File: src/rtl/wsd_pkg.sv
`timescale 1ns / 1ps
// wsd_pkg: shared types and constants of the WebSocket frame deframer.
// No dependencies; used by the output channel interface, imported by the deframer and the bench.
package wsd_pkg;

	localparam logic KIND_HEADER  = 1'b0;
	localparam logic KIND_PAYLOAD = 1'b1;

	localparam logic [6:0] LEN_CODE16 = 7'd126;
	localparam logic [6:0] LEN_CODE64 = 7'd127;

	// remaining-minus-one counts for the multi-byte header fields
	localparam logic [2:0] CNT_LEN16 = 3'd1;
	localparam logic [2:0] CNT_LEN64 = 3'd7;
	localparam logic [2:0] CNT_KEY   = 3'd3;

	typedef struct packed {
		logic        kind;
		logic [3:0]  frame_opcode;
		logic        was_masked;
		logic [63:0] payload_length;
		logic [7:0]  out_byte;
		logic        frame_last;
	} wsd_result_t;

endpackage

File: src/rtl/wsd_if.sv
`timescale 1ns / 1ps
// wsd_in_if / wsd_out_if: valid-ready channels of the deframer.
// Depends on wsd_pkg for the result item type.
interface wsd_in_if;
	logic       valid;
	logic       ready;
	logic [7:0] in_byte;

	modport source (output valid, output in_byte, input ready);
	modport sink (input valid, input in_byte, output ready);
endinterface

interface wsd_out_if;
	logic                valid;
	logic                ready;
	wsd_pkg::wsd_result_t payload;

	modport source (output valid, output payload, input ready);
	modport sink (input valid, input payload, output ready);
endinterface

File: src/rtl/websocket_frame_deframer.sv
`timescale 1ns / 1ps
// websocket_frame_deframer: splits a received byte stream into WebSocket frames.
// Depends on wsd_pkg and the channel interfaces in wsd_if.sv.
//
// channel   dir   item
// in_ch     in    one received byte (in_byte)
// out_ch    out   header result or one unmasked payload byte (wsd_result_t)
//
// One byte is taken every cycle while the output is not stalled; the header or payload result
// is registered in the output register in the cycle after the byte that causes it.
// The 64-bit remaining-length decrement and compare are combinational, ahead of the state registers.
// arst_n clears the parser state and the output valid flag.
// A stalled output holds its result; a new byte is taken in the cycle it leaves.
module websocket_frame_deframer (
	input  logic clk,
	input  logic arst_n,
	wsd_in_if.sink    in_ch,
	wsd_out_if.source out_ch
);
	import wsd_pkg::*;

	typedef enum logic [2:0] {
		PH_BYTE0,
		PH_BYTE1,
		PH_EXTLEN,
		PH_KEY,
		PH_PAYLOAD
	} phase_t;

	phase_t      phase_q, nxt_phase;
	logic [3:0]  op_q, nxt_op;
	logic        mask_q, nxt_mask;
	logic [2:0]  cnt_q, nxt_cnt;
	logic [63:0] len_q, nxt_len;
	logic [63:0] rem_q, nxt_rem;
	logic [31:0] key_q, nxt_key;
	logic [1:0]  pos_q, nxt_pos;
	logic        out_valid_q;
	wsd_result_t res_q, nxt_res;

	logic        accept;
	logic        emit;
	logic        len_known, fin;
	logic [63:0] known_len, fin_len, len_shift;
	logic [7:0]  b, kbyte;
	logic [6:0]  code;

	assign b         = in_ch.in_byte;
	assign code      = b[6:0];
	assign len_shift = {len_q[55:0], b};
	assign in_ch.ready  = !out_valid_q || out_ch.ready;
	assign accept       = in_ch.valid && in_ch.ready;
	assign out_ch.valid   = out_valid_q;
	assign out_ch.payload = res_q;

	always_comb begin
		case (pos_q)
			2'd0:    kbyte = key_q[31:24];
			2'd1:    kbyte = key_q[23:16];
			2'd2:    kbyte = key_q[15:8];
			default: kbyte = key_q[7:0];
		endcase
	end

	always_comb begin
		nxt_phase = phase_q;
		nxt_op    = op_q;
		nxt_mask  = mask_q;
		nxt_cnt   = cnt_q;
		nxt_len   = len_q;
		nxt_rem   = rem_q;
		nxt_key   = key_q;
		nxt_pos   = pos_q;
		emit      = 1'b0;
		len_known = 1'b0;
		known_len = len_q;
		fin       = 1'b0;
		fin_len   = len_q;
		nxt_res   = '0;
		case (phase_q)
			PH_BYTE1: begin
				nxt_mask = b[7];
				if (code == LEN_CODE16) begin
					nxt_cnt   = CNT_LEN16;
					nxt_len   = '0;
					nxt_phase = PH_EXTLEN;
				end else if (code == LEN_CODE64) begin
					nxt_cnt   = CNT_LEN64;
					nxt_len   = '0;
					nxt_phase = PH_EXTLEN;
				end else begin
					nxt_len   = {57'd0, code};
					len_known = 1'b1;
					known_len = {57'd0, code};
				end
			end
			PH_EXTLEN: begin
				nxt_len = len_shift;
				nxt_cnt = cnt_q - 3'd1;
				if (cnt_q == 3'd0) begin
					len_known = 1'b1;
					known_len = len_shift;
				end
			end
			PH_KEY: begin
				nxt_key = {key_q[23:0], b};
				nxt_cnt = cnt_q - 3'd1;
				if (cnt_q == 3'd0) begin
					fin     = 1'b1;
					fin_len = len_q;
				end
			end
			PH_PAYLOAD: begin
				emit    = 1'b1;
				nxt_pos = pos_q + 2'd1;
				nxt_rem = rem_q - 64'd1;
				nxt_res.kind         = KIND_PAYLOAD;
				nxt_res.frame_opcode = op_q;
				nxt_res.was_masked   = mask_q;
				nxt_res.out_byte     = b ^ kbyte;
				nxt_res.frame_last   = (rem_q == 64'd1);
				if (rem_q == 64'd1) begin
					nxt_phase = PH_BYTE0;
				end
			end
			default: begin
				nxt_op    = b[3:0];
				nxt_phase = PH_BYTE1;
			end
		endcase
		if (len_known) begin
			nxt_key = '0;
			if (nxt_mask) begin
				nxt_phase = PH_KEY;
				nxt_cnt   = CNT_KEY;
			end else begin
				fin     = 1'b1;
				fin_len = known_len;
			end
		end
		if (fin) begin
			emit    = 1'b1;
			nxt_rem = fin_len;
			nxt_pos = 2'd0;
			nxt_res.kind           = KIND_HEADER;
			nxt_res.frame_opcode   = nxt_op;
			nxt_res.was_masked     = nxt_mask;
			nxt_res.payload_length = fin_len;
			nxt_res.frame_last     = (fin_len == 64'd0);
			nxt_phase = (fin_len == 64'd0) ? PH_BYTE0 : PH_PAYLOAD;
		end
	end

	always_ff @(posedge clk or negedge arst_n) begin
		if (!arst_n) begin
			phase_q     <= PH_BYTE0;
			op_q        <= '0;
			mask_q      <= 1'b0;
			cnt_q       <= '0;
			len_q       <= '0;
			rem_q       <= '0;
			key_q       <= '0;
			pos_q       <= '0;
			out_valid_q <= 1'b0;
		end else begin
			if (accept) begin
				phase_q     <= nxt_phase;
				op_q        <= nxt_op;
				mask_q      <= nxt_mask;
				cnt_q       <= nxt_cnt;
				len_q       <= nxt_len;
				rem_q       <= nxt_rem;
				key_q       <= nxt_key;
				pos_q       <= nxt_pos;
				out_valid_q <= emit;
			end else if (out_ch.ready) begin
				out_valid_q <= 1'b0;
			end
		end
	end

	always_ff @(posedge clk) begin
		if (accept && emit) begin
			res_q <= nxt_res;
		end
	end

`ifndef SYNTHESIS
	a_payload_result: assert property (@(posedge clk) disable iff (!arst_n)
		accept && phase_q == PH_PAYLOAD |=>
			out_valid_q && res_q.kind == KIND_PAYLOAD)
		else $error("payload byte gave no payload result");

	a_empty_header_len: assert property (@(posedge clk) disable iff (!arst_n)
		out_valid_q && res_q.kind == KIND_HEADER && res_q.frame_last |->
			res_q.payload_length == 64'd0)
		else $error("last header result with nonzero length");

	a_payload_remaining: assert property (@(posedge clk) disable iff (!arst_n)
		phase_q == PH_PAYLOAD |-> rem_q != 64'd0)
		else $error("payload phase with no bytes remaining");

	a_first_byte: assert property (@(posedge clk) disable iff (!arst_n)
		accept && phase_q == PH_BYTE0 |=> phase_q == PH_BYTE1 && !out_valid_q)
		else $error("first header byte mishandled");
`endif

endmodule

File: src/flat_wrapper.sv
// flat-port wrapper written by rule: the top's interface ports become plain ports
module websocket_frame_deframer_flat import wsd_pkg::*;
  (clk, arst_n, in_ch_valid, in_ch_in_byte, in_ch_ready, out_ch_valid, out_ch_payload, out_ch_ready);
  wsd_in_if in_ch_i ();
  wsd_out_if out_ch_i ();
  input  logic clk;
  input  logic arst_n;
  input wire logic [$bits(in_ch_i.valid)-1:0] in_ch_valid;
  input wire logic [$bits(in_ch_i.in_byte)-1:0] in_ch_in_byte;
  output wire logic [$bits(in_ch_i.ready)-1:0] in_ch_ready;
  output wire logic [$bits(out_ch_i.valid)-1:0] out_ch_valid;
  output wire logic [$bits(out_ch_i.payload)-1:0] out_ch_payload;
  input wire logic [$bits(out_ch_i.ready)-1:0] out_ch_ready;
  assign in_ch_i.valid = in_ch_valid;
  assign in_ch_i.in_byte = in_ch_in_byte;
  assign in_ch_ready = in_ch_i.ready;
  assign out_ch_valid = out_ch_i.valid;
  assign out_ch_payload = out_ch_i.payload;
  assign out_ch_i.ready = out_ch_ready;
  websocket_frame_deframer u_core (.clk(clk), .arst_n(arst_n), .in_ch(in_ch_i), .out_ch(out_ch_i));
endmodule
File: config.mk
export PLATFORM = sky130hd
export DESIGN_NAME = websocket_frame_deframer_flat
export DESIGN_NICKNAME = d
export VERILOG_FILES = /design/src/rtl/wsd_pkg.sv /design/src/rtl/wsd_if.sv /design/src/rtl/websocket_frame_deframer.sv /design/src/flat_wrapper.sv
export SDC_FILE = /design/constraint.sdc
export NUM_CORES = 1
export LEC_CHECK = 0
export CAP_MARGIN = 10
export CORE_MARGIN = 1
export CORE_UTILIZATION = 64
export CTS_BUF_LIST = sky130_fd_sc_hd__clkbuf_16
export DETAILED_ROUTE_END_ITERATION = 7
export DONT_BUFFER_PORTS = 1
export GPL_TIMING_DRIVEN = 0
export PLACE_DENSITY = 0.8
export SLEW_MARGIN = 40
export SYNTH_ARGS = -nofsm -noshare
export SYNTH_HDL_FRONTEND = slang
export SYNTH_SLANG_ARGS = --single-unit
File: constraint.sdc
create_clock -name clk -period 5.6 [get_ports clk]
set_input_delay 1.12 -clock clk [delete_from_list [all_inputs] [get_ports clk]]
set_output_delay 1.12 -clock clk [all_outputs]
set_load 0.05 [all_outputs]
==> results.yml, run 1 <==
finish:
  area_growth_pct: 9.23
  antenna_cells: 0
  fin_area_um2: 13200
  finalNonFillerCells: 1475
  nets: 1246
  fin_util_pct: 72.5
  drive_gt1_share_pct: 6.42
  fillers: 1325
floorplanning:
  core_area_um2: 18200
  boundaryPins: 93
  fp-row-count: 49
  initial_core_util_pct: 66.4
  fp.dieW_um: 139
  die_y_um: 139
  dieArea_um2: 19400
yosys:
  async_flop_share_pct: 68.8
  synth_top_family_by_area: "compound AO/OA/AOI/OAI gates"
  synth_compound_gate_area_share_pct: 22.1
  synth_cell_types: 67
  syn_area_um2: 12100
  yosys_most_used_dff: "dfrtp_1"
  yosys.area_share.xor_xnor_pct: 0.652
  synth_simple_gate_area_share_pct: 16.5
  syn_inst: 1197
  syn-num-nets: 1217
  synth_edf_count: 79
  synthTopCellsByArea: "dfrtp_1 (36%), edfxtp_1 (20%), a22o_1 (7.8%), nand2_1 (4.4%), o21ai_1 (3.9%)"
  yosysMostFrequentCell: "dfrtp_1"
  seq_area_frac_synth_pct: 55.7
  yosysTopAreaCell: "dfrtp_1"
  synth-seq-cells: 253
  syn_avg_cell_area_um2: 10.1
  muxShareOfSynthArea_pct: 0.642
  ys_top_cells_by_count: "dfrtp_1 (174), nand2_1 (141), a22o_1 (108), o21ai_1 (94), nor2_1 (87)"
  synthAdderAreaFrac_pct: 0.828
  yosysWarningCount: 0
  synth_top_area_share_pct: 36.0
timing:
  worstMarginPinSlew_ns: 0.823
  period_needed_ns: 3.96
  fmax_mhz: 253
  relSlewSlack_pct: 44.9
  rsz0062_at_grt: "false"
  hold_violations: 0
  worst_clock_skew_ns: 0.0148
  setup-tns-final_ns: 0
  slew_viol_final: 0
  setup_viol: 0
  finalCritPeriodShare_pct: 70.7
critical_path:
  r2r-start: "u_core.cnt_q[0]$_DFFE_PN0P_"
  cp-end-kind: "register"
  crit_start: "in_ch_in_byte[2]"
  crit_path_end: "u_core.rem_q[50]$_DFFE_PN0P_"
  worstPathMaxFanout: 10
  rr_endpoint: "u_core.out_ch.payload[59]$_SDFFCE_PN0P_"
  path_class: "in -> reg"
  start_kind: "input pin"
  cp.arrival_ns: 4.35
  cp_data_required_time_ns: 5.99
  r2r.worst_path.cells: 11
  reg2reg_setup_slack_ns: 1.83
worst_hold_path:
  hold_path_class: "in -> async"
detailed_routing:
  firstDrtPassIters: 7
  drtIter0Drc: 1651
  wl_mm: 37.3
  drtAntennaViolNets: 0
  route.detailed.drc: 0
  num_vias: 10400
  drt-vias-per-instance: 7.03
  post_drt_wl_per_cell_um: 25.3
clock_tree:
  cts_resized: 0
  clock-root-buffer: "clkbuf_16"
  post-cts-setup-buffer-count: 0
  path_clk_slew_ns: 0.06
  clockBufferDepth: 3
  worstSkewPairLatency_ns: 0.53
  cts-htree-levels: 1
  cts.sinks: 253
  cts_tree: "built"
  ctsHoldBuffers: 0
  cts_buffers: 26
run:
  drv_cap: 0
pwr:
  p_seq_share_pct: 44.4
  power.leakage_uw: 0.00543
  p_total_uw: 7450
  switching_share_pct: 44.5
  p_int_uw: 4140
  combPwrFrac_pct: 33.9
  p_sw_uw: 3310
  clockPowerShare_pct: 21.6
  power_density_nw_per_um2: 565
  irDropWorstVdd_v: 0.000405
global_route:
  grt_max_degree: 175
  grtUsageTotal_pct: 38.8
  antenna_found_initial: 0
  grt_pass1_vias: 9810
  grt_pass1_wl_mm: 56.9
  grt_overflow_total: 0
place:
  hpwl_mm: 25.9
  dp.cells: 1427
  place_area_um2: 12400
  place_congestion: 1.02
  portBuffers: 0
outcome:
  status: "completed"
power groups by stage:
stage	clock, µW	combinational, µW	sequential [µW]
after global placement	0	2360	3310
after floorplan	0	1810	3170
after detailed placement	0	2440	3310
after global routing	1680	2740	3360
after CTS	1620	2460	3290
final	1610	2530	3310
worst min-delay path by stage:
| stage | startpoint | to | slack, ns |
|---|---|---|---|
| 6_report | arst_n | u_core.rem_q[35]$_DFFE_PN0P_ | 0.29 |
| 3_5_place_dp | u_core.key_q[31]$_DFFE_PN0P_ | u_core.key_q[31]$_DFFE_PN0P_ | 0.46 |
| 2_1_floorplan | u_core.key_q[31]$_DFFE_PN0P_ | u_core.key_q[31]$_DFFE_PN0P_ | 0.44 |
| 5_1_grt | arst_n | u_core.rem_q[42]$_DFFE_PN0P_ | 0.27 |
| 3_3_place_gp | u_core.key_q[27]$_DFFE_PN0P_ | u_core.key_q[27]$_DFFE_PN0P_ | 0.46 |
| 4_1_cts | arst_n | u_core.rem_q[41]$_DFFE_PN0P_ | 0.27 |
sequential cells by signal (all words and copies together) (netlist names):
signal                 count
u_core.op_q                4
u_core.pos_q               2
u_core.phase_q             3
u_core.out_ch.payload     79
u_core.rem_q              64
u_core.out_ch.valid        1
u_core.cnt_q               3
u_core.mask_q              1
u_core.len_q              64
u_core.key_q              32
per-stage QoR:
stage / setup slack [ns] / hold WS (ns)
5_1_grt: 1.51 / 0.273
3_5_place_dp: 1.28 / 0.465
4_1_cts: 1.84 / 0.274
3_3_place_gp: 0.615 / 0.457
6_report: 1.64 / 0.285
2_1_floorplan: 1.76 / 0.439
cell usage in the layout, fill, tap and decap left out, types with 5 or more instances in the layout:
master	n
or3_1	10
a21o_1	5
a21oi_1	72
clkinv_1	7
nor4_1	20
o21ai_1	94
nor2_1	87
nor3_1	36
inv_1	25
clkbuf_1	49
buf_1	14
clkinv_2	6
xnor2_1	8
edfxtp_1	79
buf_2	15
a22o_1	108
nand2b_1	15
o21ai_0	40
nand4_1	6
nand3_1	45
nor4_2	5
a22oi_1	15
buf_4	6
nand2_1	141
nor2b_1	6
clkbuf_16	28
a31oi_1	27
mux2_2	6
and2_1	11
a222oi_1	8
dfrtp_1	174
ha_1	8
metal layers:
layer / vias up / track usage (%) / share of wire (%)
met4: 0 / 16.6 / 4.2
li1: 4501 / - / -
met1: 4969 / 52.8 / 39
met3: 140 / 9.60 / 12
met5: - / 0 / 0
met2: 754 / 59.6 / 45
layout make-up:
class / count / area [µm²] / share of cell area [%]
multi-input cells: 839 / 4930 / 37.3
clock inverters: 20 / 87.6 / 0.664
plain buffers: 85 / 368 / 2.79
inverters: 20 / 75.1 / 0.569
clock buffers: 28 / 701 / 5.31
flip-flops and latches: 253 / 6730 / 51.0
repair buffers: 1 / 27.5 / 0.209
well taps: 229 / 287 / 2.17
worst max-delay path, cell delays in order:
cell and delay [ns]:
clkbuf_1 0.48, nand4_1 0.34, o21ai_2 0.46, nand2_1 0.16, nor2_1 0.57, clkbuf_1 0.68
nor2_1 0.27, a21oi_1 0.19, o21ai_1 0.07
logic make-up (layout without fill, tap and decap cells):
| kind of cell | after synthesis | after routing |
|---|---|---|
| adders and majority gates | 8 | 8 |
| muxes | 7 | 7 |
| DFF | 253 | 253 |
| xor gates and xnor gates | 9 | 9 |
| buffers and inverters | 105 | 154 |
| and+or+nand+nor | 412 | 412 |
| AOI/OAI and AO/OA | 403 | 403 |
No activity file was read; power rests on OpenSTA's default activity.
==> run 2: changes to the inputs <==
--- a/config.mk
+++ b/config.mk
@@ -7,12 +7,12 @@
 export LEC_CHECK = 0
 export CAP_MARGIN = 10
 export CORE_MARGIN = 1
-export CORE_UTILIZATION = 64
+export CORE_UTILIZATION = 58
 export CTS_BUF_LIST = sky130_fd_sc_hd__clkbuf_16
 export DETAILED_ROUTE_END_ITERATION = 7
 export DONT_BUFFER_PORTS = 1
 export GPL_TIMING_DRIVEN = 0
-export PLACE_DENSITY = 0.8
+export PLACE_DENSITY = 0.76
 export SLEW_MARGIN = 40
 export SYNTH_ARGS = -nofsm -noshare
 export SYNTH_HDL_FRONTEND = slang
==> constraint.sdc (replaced) <==
create_clock -name clk -period 3.3 [get_ports clk]
set_input_delay 0.66 -clock clk [delete_from_list [all_inputs] [get_ports clk]]
set_output_delay 0.66 -clock clk [all_outputs]
set_load 0.05 [all_outputs]
==> run 2 against run 1 <==
- final cell count rose by 3.1%
- count of clock-buffer cells in the layout is 1 lower
- via count rose by 0.93%
- worst setup slack worse by 1.5 ns
- combinational power grew 74%
- sequential power rose by 70%
- critical path depth is 2 lower
- global-route usage fell by 3.2 points
- die area grew 10%
- the run now ends with hold timing left
==> results.yml, run 2 (same netlist as run 1, synthesis figures left out) <==
outcome:
  status: "complete, but fails checks"
  violations: "hold timing"
clock_tree:
  cts_tree: "built"
  cts_buffers: 27
  worstSkewPairLatency_ns: 0.55
  clock-root-buffer: "clkbuf_16"
  clockBufferDepth: 3
  path_clk_slew_ns: 0.06
  cts-htree-levels: 1
  cts.sinks: 253
finish:
  finalNonFillerCells: 1521
  antenna_cells: 0
  area_growth_pct: 10.6
  nets: 1250
  drive_gt1_share_pct: 7.59
  final_cell_mix: "dfrtp_1 (174), nand2_1 (140), a22o_1 (108)"
  largest_reg_flops: 79
  final_common_cell: "dfrtp_1"
critical_path:
  r2r-start: "u_core.rem_q[30]$_DFFE_PN0P_"
  crit_path_end: "u_core.out_ch.payload[0]$_DFFE_PP_"
  cp-end-kind: "register"
  worstPathMaxFanout: 9
  cp.arrival_ns: 3.43
  rr_endpoint: "u_core.out_ch.payload[0]$_DFFE_PP_"
  reg2reg_setup_slack_ns: 0.19
  path_class: "reg -> reg"
  cp_data_required_time_ns: 3.62
  crit_start: "u_core.rem_q[30]$_DFFE_PN0P_"
  r2r.worst_path.cells: 7
  start_kind: "register"
pwr:
  p_seq_share_pct: 43.9
  power_density_nw_per_um2: 960
  switching_share_pct: 44.5
  irDropWorstVdd_v: 0.000557
  combPwrFrac_pct: 34.2
  power.leakage_uw: 0.00549
  p_int_uw: 7120
  clockPowerShare_pct: 21.9
  p_sw_uw: 5710
place:
  dp.cells: 1467
  pre_cts_ws_ns: -0.519
  portBuffers: 0
  hpwl_mm: 26.3
  place_congestion: 0.986
floorplanning:
  fp.dieW_um: 146
  dieArea_um2: 21400
  fp-row-count: 52
  core_area_um2: 20300
  boundaryPins: 93
  initial_core_util_pct: 59.5
  die_y_um: 146
detailed_routing:
  route.detailed.drc: 0
  firstDrtPassIters: 6
  drt-vias-per-instance: 6.88
  post_drt_wl_per_cell_um: 25.4
  drtAntennaViolNets: 0
  num_vias: 10500
  drtIter0Drc: 1325
  wl_mm: 38.6
global_route:
  antenna_found_initial: 0
  grt_overflow_total: 0
  grt_max_degree: 175
  grt_pass1_wl_mm: 58.1
  grt_pass1_vias: 9814
  grtUsageTotal_pct: 35.6
worst_hold_path:
  hold_path_class: "in -> async"
timing:
  rsz0062_at_grt: "false"
  setup_viol: 0
  period_needed_ns: 3.11
  fin_ws_ns: 0.189
  fmax_mhz: 321
  slew_viol_final: 0
  relSlewSlack_pct: 44.1
  worst_clock_skew_ns: 0.0254
  worstMarginPinSlew_ns: 0.836
  hold_slack_ns: -0.169
  finalCritPeriodShare_pct: 94.3
  hold_violations: 174
run:
  drv_cap: 0
run 2: repair_timing:
action                                  4_1_cts  5_1_grt
cloned                                        0        3
gates resized for setup                       6       11
endpoints found under the hold margin       174      174
pin swaps                                     0        2
setup buffers                                 0        1
endpoints found under the setup margin       88      125
run 2: worst min path at each step:
stage / depth (start not counted) / to
after floorplan: 0 / u_core.cnt_q[0]$_DFFE_PN0P_
final: 0 / u_core.len_q[50]$_DFFE_PN0P_
after global placement: 0 / u_core.op_q[1]$_DFFE_PN0P_
after global routing: 0 / u_core.len_q[50]$_DFFE_PN0P_
after detailed placement: 0 / u_core.len_q[33]$_DFFE_PN0P_
after CTS: 0 / u_core.rem_q[61]$_DFFE_PN0P_
run 2: final cells by class:
cell class | instances | area, µm²
clock inverters | 23 | 134
multi-input cells | 839 | 4950
fillers | 1592 | 6940
inverters | 20 | 75.1
repair buffers | 4 | 68.8
well taps | 270 | 338
plain buffers | 85 | 395
clock buffers | 27 | 676
flip-flops and latches | 253 | 6730
run 2: power groups by stage:
stage | combinational, µW | sequential [µW] | clock [µW]
after floorplan | 3080 | 5370 | 0
after global routing | 4780 | 5690 | 2940
after CTS | 4170 | 5600 | 2820
final | 4390 | 5630 | 2810
after global placement | 4010 | 5610 | 0
after detailed placement | 4130 | 5630 | 0
run 2: critical path, cell delays in order, from the launching register on:
cell      delay [ns]
dfrtp_1         0.40
nor4_2          0.53
and3_1          0.23
clkbuf_1        0.26
nand3_2         0.31
nor4_2          0.43
nand4_1         0.30
o21ai_0         0.43
run 2: metal layers:
metal | GRT usage [%] | up-vias | part of all wire (%)
met5 | 0 | - | 0
met4 | 12.9 | 0 | 4.1
met3 | 9.81 | 115 | 11
met2 | 55.7 | 698 | 45
met1 | 47.9 | 5120 | 39
li1 | - | 4527 | -
run 2: per-stage QoR:
stage,TNS [ns],instance area (µm²),util (%),total power (µW)
finish,0,13400,65.8,12800
global route,0,13400,65.8,13400
CTS,0,13300,65.4,12600
detailed placement,-62.40,12400,61.2,9770
global placement,-72.97,12400,61.2,9620
floorplan,0,12100,-,8450
==> run 3: changes to the inputs <==
--- a/config.mk
+++ b/config.mk
@@ -7,12 +7,12 @@
 export LEC_CHECK = 0
 export CAP_MARGIN = 10
 export CORE_MARGIN = 1
-export CORE_UTILIZATION = 58
+export CORE_UTILIZATION = 64
 export CTS_BUF_LIST = sky130_fd_sc_hd__clkbuf_16
 export DETAILED_ROUTE_END_ITERATION = 7
 export DONT_BUFFER_PORTS = 1
 export GPL_TIMING_DRIVEN = 0
-export PLACE_DENSITY = 0.76
+export PLACE_DENSITY = 0.8
 export SLEW_MARGIN = 40
 export SYNTH_ARGS = -nofsm -noshare
 export SYNTH_HDL_FRONTEND = slang
==> constraint.sdc (replaced) <==
create_clock -name clk -period 3.29 [get_ports clk]
set_input_delay 0.658 -clock clk [delete_from_list [all_inputs] [get_ports clk]]
set_output_delay 0.658 -clock clk [all_outputs]
set_load 0.05 [all_outputs]
==> run 3 against run 2 <==
- the flow still finishes with violations (hold timing)
- combinational power about the same
- final cell count decreased by 2.9%
- largest cell class unchanged
- clock skew fell by 0.017 ns
==> results.yml, run 3 (same netlist as run 1, synthesis figures left out) <==
timing:
  hold_violations: 174
  fmax_mhz: 314
  setup-tns-final_ns: 0
  finalCritPeriodShare_pct: 96.9
  slew_viol_final: 0
  worst_clock_skew_ns: 0.00794
  hold_slack_ns: -0.186
  relSlewSlack_pct: 40.2
  worstMarginPinSlew_ns: 0.894
  setup_viol: 0
  period_needed_ns: 3.19
global_route:
  grt_pass1_vias: 9794
  grtUsageTotal_pct: 39.4
  grt_pass1_wl_mm: 58.0
  grt_max_degree: 175
  grt_overflow_total: 0
  antenna_found_initial: 0
detailed_routing:
  post_drt_wl_per_cell_um: 25.8
  firstDrtPassIters: 8
  dr_wl_met2_mm: 17.3
  wl_mm: 38.1
  met1Wirelength_mm: 14.7
  drt-vias-per-instance: 7.16
  routed.top_layer: "met4"
  num_vias: 10600
  route.detailed.drc: 0
  drtIter0Drc: 1483
  dr_wl_met3_mm: 4.43
  drtAntennaViolNets: 0
floorplanning:
  boundaryPins: 93
  initial_core_util_pct: 66.4
  fp-row-count: 49
  core_area_um2: 18200
  die_y_um: 139
  dieArea_um2: 19400
  fp.dieW_um: 139
finish:
  area_growth_pct: 10.4
  fin_area_um2: 13300
  nets: 1248
  fillers: 1301
  drive_gt1_share_pct: 7.77
  antenna_cells: 0
  final_common_cell: "dfrtp_1"
  largest_reg_flops: 79
  final_cell_mix: "dfrtp_1 (174), nand2_1 (140), a22o_1 (108)"
critical_path:
  start_kind: "register"
  worst-path-buf-inv: 1
  cp-end-kind: "register"
  worstPathMaxFanout: 9
  cp.arrival_ns: 3.54
  cp_data_required_time_ns: 3.64
  slowest_delay_ns: 0.50
  crit_family: "simple AND/OR/NAND/NOR gates"
  path_cells: "nor4_2 -> and3_1 -> clkbuf_1 -> nand3_1 -> nor4_2 -> nand4_1 -> o21ai_0"
  cpMostUsedCell: "nor4_2"
  cp_slowest_cell: "nor4_2"
  path_class: "reg -> reg"
pwr:
  irDropWorstVdd_v: 0.000595
  p_total_uw: 13100
  power_density_nw_per_um2: 978
  power.leakage_uw: 0.00549
place:
  portBuffers: 0
  place_area_um2: 12400
  hpwl_mm: 26.1
  place_congestion: 0.985
clock_tree:
  path_clk_slew_ns: 0.06
  worstSkewPairLatency_ns: 0.54
  cts.sinks: 253
  cts_tree: "built"
  clock-root-buffer: "clkbuf_16"
  cts-htree-levels: 1
  cts_buffers: 26
  clockBufferDepth: 3
outcome:
  violations: "hold timing"
  status: "complete, but fails checks"
worst_hold_path:
  hold_path_class: "in -> async"
run:
  drv_cap: 0
run 3: cell count changes in the layout (fill, tap and decap cells not counted), sizes merged:
cell	before	now
clkbuf	80	78
bufinv	1	4
inv	28	23
buf	36	37
run 3: timing repair:
item,CTS,global route
resized for setup,6,13
pin swaps,0,1
setup endpoints to repair,92,130
cloned,0,1
endpoints found under the hold margin,174,174
buffers inserted,0,2
run 3: metrics by stage:
stage | util, % | setup WS, ns | hold WS (ns) | cells
after detailed placement | 68.0 | -0.620 | 0.368 | 1426
after CTS | 72.9 | 0.00583 | -0.189 | 1474
after global placement | 67.9 | -0.653 | 0.366 | 1426
after global routing | 73.3 | -0.0233 | -0.187 | 1477
final | 73.3 | 0.101 | -0.186 | 1477
after floorplan | - | 0.320 | 0.362 | 1197
run 3: final cells by class:
class / count / area (µm²) / area share (%)
plain buffers: 85 / 392 / 2.93
clock inverters: 21 / 200 / 1.50
well taps: 229 / 287 / 2.15
clock buffers: 27 / 676 / 5.06
inverters: 20 / 75.1 / 0.563
flip-flops and latches: 253 / 6730 / 50.4
multi-input cells: 839 / 4950 / 37.1
repair buffers: 3 / 40.0 / 0.300
run 3: worst paths after layout:
| path | from | to | slack (ns) | depth (start not counted) |
|---|---|---|---|---|
| min in group clk | in_ch_in_byte[5] | u_core.len_q[5]$_DFFE_PN0P_ | 0.25 | 1 |
| max in group asynchronous | arst_n | u_core.rem_q[16]$_DFFE_PN0P_ | 3.16 | 0 |
| hold / removal | arst_n | u_core.rem_q[45]$_DFFE_PN0P_ | -0.19 | 0 |
| setup / recovery | u_core.rem_q[30]$_DFFE_PN0P_ | u_core.out_ch.payload[0]$_DFFE_PP_ | 0.10 | 7 |
| hold reg to reg | u_core.key_q[31]$_DFFE_PN0P_ | u_core.key_q[31]$_DFFE_PN0P_ | 0.47 | 2 |
| setup reg to reg | u_core.rem_q[30]$_DFFE_PN0P_ | u_core.out_ch.payload[0]$_DFFE_PP_ | 0.10 | 7 |
run 3: power by group:
group	leakage (µW)	switching, µW	total, µW	internal [µW]
logic	0.00196	2970	4370	1400
registers	0.00308	1510	5650	4140
clock network	0.000442	1240	3030	1800
run 3: layer usage:
metal	global-route usage [%]	up-vias
met5	0	-
met4	16.8	0
met3	9.08	139
met2	61.3	786
met1	53.5	5142
li1	-	4515
run 3: worst register-to-register path, cell delays in order (launching register included):
cell	delay [ns]
dfrtp_1	0.42
nor4_2	0.50
and3_1	0.23
clkbuf_1	0.27
nand3_1	0.43
nor4_2	0.49
nand4_1	0.33
o21ai_0	0.33
